[src/design/jmp_pkg.sv]
// Shared types and constants for the joint motion profiler.
`timescale 1ns / 1ps
package jmp_pkg;
    localparam int JOINT_COUNT_DEF = 3;
    localparam int ANGLE_FRAC_BITS_DEF = 12;
    localparam int EXT_BITS = 16;
    localparam int ACCEL_W = 20;
    localparam int SPEED_W = 15;
    localparam int CFG_W = 20;
    localparam int REPORTED = 3;
    localparam logic [63:0] HALF_PI_Q30 = 64'd1686629713;
    localparam logic [0:0] CFG_MAX_ACCEL = 1'b0;
    localparam logic [0:0] CFG_MAX_SPEED = 1'b1;
    localparam logic CMD_GOAL = 1'b0;
    localparam logic CMD_TICK = 1'b1;

    typedef struct packed {
        logic        cmd;
        logic [15:0] goal_a;
        logic [15:0] goal_b;
        logic [15:0] goal_c;
        logic        jump_now;
        logic [15:0] tick_period;
    } t_in_req;

    typedef struct packed {
        logic [15:0] position_a;
        logic [15:0] position_b;
        logic [15:0] position_c;
        logic [15:0] speed_a;
        logic [15:0] speed_b;
        logic [15:0] speed_c;
    } t_out_req;

    // controller -> datapath
    typedef struct packed {
        logic load_goals;
        logic start_tick;
        logic joint_start;
        logic sqrt_step;
        logic speed_update;
        logic joint_finish;
        logic capture_out;
    } t_dp_cmd;

    typedef struct packed {
        logic sqrt_done;
        logic last_joint;
    } t_dp_status;

    function automatic logic [15:0] half_pi(input int frac);
        logic [63:0] v;
        v = (HALF_PI_Q30 + (64'd1 << (29 - frac))) >> (30 - frac);
        return v[15:0];
    endfunction
endpackage

[src/design/jmp_ctrl.sv]
// Sequencer for goal loads and per-joint tick updates.
`timescale 1ns / 1ps
module jmp_ctrl (
    input  logic                i_clk,
    input  logic                i_rst_n,
    input  logic                i_in_valid,
    input  logic                i_in_cmd,
    output logic                o_in_ready,
    output logic                o_out_valid,
    input  logic                i_out_ready,
    output jmp_pkg::t_dp_cmd    o_cmd,
    input  jmp_pkg::t_dp_status i_status
);
    typedef enum logic [5:0] {
        S_IDLE   = 6'b000001,
        S_START  = 6'b000010,
        S_SQRT   = 6'b000100,
        S_SPEED  = 6'b001000,
        S_FINISH = 6'b010000,
        S_OUT    = 6'b100000
    } t_state;

    t_state r_state, n_state;
    logic r_out_valid, n_out_valid;
    logic acc;

    assign o_in_ready  = (r_state == S_IDLE) && !r_out_valid;
    assign o_out_valid = r_out_valid;
    assign acc = i_in_valid && o_in_ready;

    always_comb begin
        n_state = r_state;
        n_out_valid = r_out_valid && !i_out_ready;
        o_cmd = '0;
        unique case (r_state)
            S_IDLE: begin
                if (acc) begin
                    if (i_in_cmd == jmp_pkg::CMD_TICK) begin
                        o_cmd.start_tick = 1'b1;
                        n_state = S_START;
                    end else begin
                        o_cmd.load_goals = 1'b1;
                    end
                end
            end
            S_START: begin
                o_cmd.joint_start = 1'b1;
                n_state = S_SQRT;
            end
            S_SQRT: begin
                o_cmd.sqrt_step = 1'b1;
                if (i_status.sqrt_done) n_state = S_SPEED;
            end
            S_SPEED: begin
                o_cmd.speed_update = 1'b1;
                n_state = S_FINISH;
            end
            S_FINISH: begin
                o_cmd.joint_finish = 1'b1;
                n_state = i_status.last_joint ? S_OUT : S_START;
            end
            S_OUT: begin
                o_cmd.capture_out = 1'b1;
                n_out_valid = 1'b1;
                n_state = S_IDLE;
            end
            default: n_state = S_IDLE;
        endcase
    end

    always_ff @(posedge i_clk) begin
        if (!i_rst_n) begin
            r_state <= S_IDLE;
            r_out_valid <= 1'b0;
        end else begin
            r_state <= n_state;
            r_out_valid <= n_out_valid;
        end
    end
endmodule

[config.mk]
export PLATFORM = sky130hd
export DESIGN_NAME = jmp_ctrl
export DESIGN_NICKNAME = d
export VERILOG_FILES = /design/src/design/jmp_pkg.sv /design/src/design/jmp_ctrl.sv
export SDC_FILE = /design/constraint.sdc
export NUM_CORES = 1
export LEC_CHECK = 0
export ABC_CLOCK_PERIOD_IN_PS = 1900
export CORE_AREA = 2 2 39 41
export DETAILED_ROUTE_END_ITERATION = 10
export DIE_AREA = 0 0 41 43
export DONT_BUFFER_PORTS = 1
export GPL_TIMING_DRIVEN = 0
export PLACE_DENSITY = 0.43
export SLEW_MARGIN = 20
export SYNTH_ARGS = -nofsm -noshare
export SYNTH_HDL_FRONTEND = slang
export SYNTH_SLANG_ARGS = --single-unit
export TNS_END_PERCENT = 30
[constraint.sdc]
create_clock -name i_clk -period 1.9 [get_ports i_clk]
set_clock_uncertainty 0.15 [all_clocks]
set_input_delay 0.38 -clock i_clk [delete_from_list [all_inputs] [get_ports i_clk]]
set_output_delay 0.38 -clock i_clk [all_outputs]
set_load 0.01 [all_outputs]
==> impl_metrics.py <==
metrics = {
    "run_status": {
        "outcome": "finished with violations",
        "violations": "setup timing",
    },
    "logic_synthesis": {
        "synthFlopType": "dfxtp_1",
        "avgSynthCellArea_um2": 9.18,
        "synthTopCellsByArea": "dfxtp_1 (32%), nor2_1 (7.0%), nor4b_1 (4.1%), or3b_2 (4.1%), nor3b_1 (3.5%)",
        "synthArstFlopShare_pct": 0,
        "synth_area_um2": 432,
        "synth.yosys.seq_area_share_pct": 32.5,
        "yosys.area.top_type_share_pct": 32.5,
        "synth_cells": 47,
        "yosysWarnings": 0,
        "ys_types": 30,
        "syn-num-nets": 54,
        "synth-seq-cells": 7,
        "synth-edff-count": 0,
        "synth_area_leader_cell": "dfxtp_1",
    },
    "finish": {
        "stdcell_count": 74,
        "multiInputGateArea_um2": 355,
        "diodes": 0,
        "nets": 66,
        "stdcell_area_um2": 631,
        "layout-drive-gt1-share_pct": 58.6,
        "fillers": 128,
        "regArea_um2": 150,
        "syn_to_final_growth_pct": 46.1,
        "final_util_pct": 45.6,
    },
    "min_path": {
        "hp-start": "i_rst_n",
        "worstHoldPathType": "in -> reg",
    },
    "floorplan": {
        "pin_count": 16,
        "initial_core_util_pct": 31.2,
        "fp.coreArea_um2": 1380,
        "die_y_um": 43,
        "dieArea_um2": 1760,
        "fp.dieW_um": 41,
        "rows": 14,
    },
    "clock_tree": {
        "cts_hold_buf": 0,
        "cts_tree": "done",
        "clk_path_buf_depth": 2,
        "cts.sinks": 7,
        "htreeDepth": 1,
        "cts_root_buffer": "clkbuf_4",
        "cts_buffers": 3,
        "clkLatencyLatePin_ns": 0.27,
        "clk_pin_slew_ns": 0.06,
    },
    "drt": {
        "drcViolationCount": 0,
        "dr.pass1.iters": 4,
        "wl_um": 1210,
        "wl_per_cell_um": 16.3,
        "drt_iter0_markers": 7,
        "ant_nets": 0,
        "avgViaCountPerCell": 5.86,
        "vias": 434,
    },
    "worst_setup_path": {
        "path_cells": "or4_4 > nor3b_4 > buf_6",
        "cp.arrival_ns": 1.52,
        "critPathLaunchType": "register",
        "worst_setup_path_end_kind": "output pin",
        "worstSetupPathType": "reg -> out",
        "crit_start": "r_state[3]",
        "r2r_start": "r_state[3]",
        "slowest_stage": "or4_4",
        "slowest_delay_ns": 0.56,
        "critPathRequiredTime_ns": 1.37,
        "cp_max_fo": 8,
    },
    "global_routing": {
        "antenna_found_initial": 0,
        "grt_max_degree": 10,
        "grt_usage_pct": 15.9,
        "grt_pass1_vias": 420,
        "grt-ovfl-total": 0,
        "grt_pass1_wl_um": 1810,
    },
    "placed_design": {
        "dp_hpwl_um": 733,
        "dp_cells": 63,
        "portBuffers": 0,
        "place_ws_ns": -0.148,
        "dpl_cell_area_um2": 458,
        "gp_congestion": 0.799,
    },
    "power_and_ir_drop": {
        "p_sw_share_pct": 35.5,
        "seqPwrFrac_pct": 30.9,
        "irDropWorstVdd_mv": 0.317,
        "leakagePower_nw": 0.241,
        "power.share.clock_pct": 27.3,
        "p_int_w": 0.000350,
        "pwr-share-comb_pct": 41.7,
        "switchingPower_w": 0.000193,
        "power_density_nw_per_um2": 860,
    },
    "timing": {
        "final.setup.tns_ns": -0.535,
        "min_period_ns": 2.05,
        "grt_setup_unrepaired": "yes",
        "setup_viol": 7,
        "slew_headroom_pct": 76.0,
        "setup_ws_ns": -0.153,
        "slew_violations": 0,
        "fmax_mhz": 487,
        "fin_crit_sh_pct": 108,
        "worst_pin_slew_ns": 0.359,
        "hold_viol": 0,
    },
    "run": {
        "cap_violations": 0,
    },
}
## Yosys cell counts (2+ instances only)
cell,number
dfxtp_1,7
or3b_2,2
nand2_1,2
nor2_1,8
nor3b_1,2
nor4b_1,2
## final cells by class
cell class / instances / share of cell area [%]
timing repair buffer: 7 / 8.33
sequential: 7 / 23.8
tap: 16 / 3.17
multi-input combinational: 37 / 56.3
clock buffer: 4 / 4.17
inverter: 1 / 0.595
buffer: 2 / 3.57
## registers in the layout, summed over array words and instances, names as in the netlist
name and flops:
r_state 6, o_out_valid 1
## power by group through the flow
| stage | Clock (W) | Combinational, W | Sequential (W) |
|---|---|---|---|
| 2_1_floorplan | 0 | 0.000109 | 0.000172 |
| 6_report | 0.000148 | 0.000226 | 0.000168 |
| 5_1_grt | 0.000159 | 0.000238 | 0.000170 |
| 4_1_cts | 0.000146 | 0.000205 | 0.000169 |
| 3_5_place_dp | 0 | 0.000127 | 0.000175 |
| 3_3_place_gp | 0 | 0.000127 | 0.000175 |
## critical path: cells and delay by family, from the launching register on
family        cells  cell delay, ns
flops             1            0.35
buf+inv           1            0.13
simple gates      2            0.77
## final timing paths
kind / endpoint / slack [ns] / depth (start not counted)
setup / recovery: o_cmd[3] / -0.15 / 3
hold / removal: r_state[3] / 0.09 / 1
setup reg to reg: r_state[5] / 0.12 / 4
hold reg to reg: r_state[0] / 0.42 / 2
## cell families after synthesis
kind of cell | share of synthesized area (%)
compound gates | 18.6
xor+xnor | 2.03
buf+inv | 5.22
flops | 32.5
simple gates | 41.7
## repair_timing
item	4_1_cts	5_1_grt
pin swaps	3	2
gates resized for setup	20	2
setup buffers	5	2
endpoints found under the setup margin	9	8
## cells in the final DEF, fill, tap and decap left out, types with 2 or more instances in the layout
cell / instances
or4b_4: 2
or3b_2: 2
nor4b_4: 2
buf_4: 7
clkbuf_4: 3
dfxtp_1: 3
buf_6: 2
nor2_1: 5
nor2_2: 2
dfxtp_4: 2
dfxtp_2: 2
## metrics by stage
| stage | total power, W | hold slack (ns) |
|---|---|---|
| after global placement | 0.000302 | 0.349 |
| after CTS | 0.000520 | 0.0957 |
| after global routing | 0.000566 | 0.0851 |
| final | 0.000542 | 0.0897 |
| after floorplan | 0.000281 | 0.347 |
| after detailed placement | 0.000302 | 0.369 |
## routing by layer
layer | track usage (%) | wire (um)
met5 | 0 | 0
met4 | 14.7 | 39
met3 | 6.28 | 105
met2 | 23.1 | 612
met1 | 16.3 | 447
Note: power is estimated with default switching activity, not from simulation.
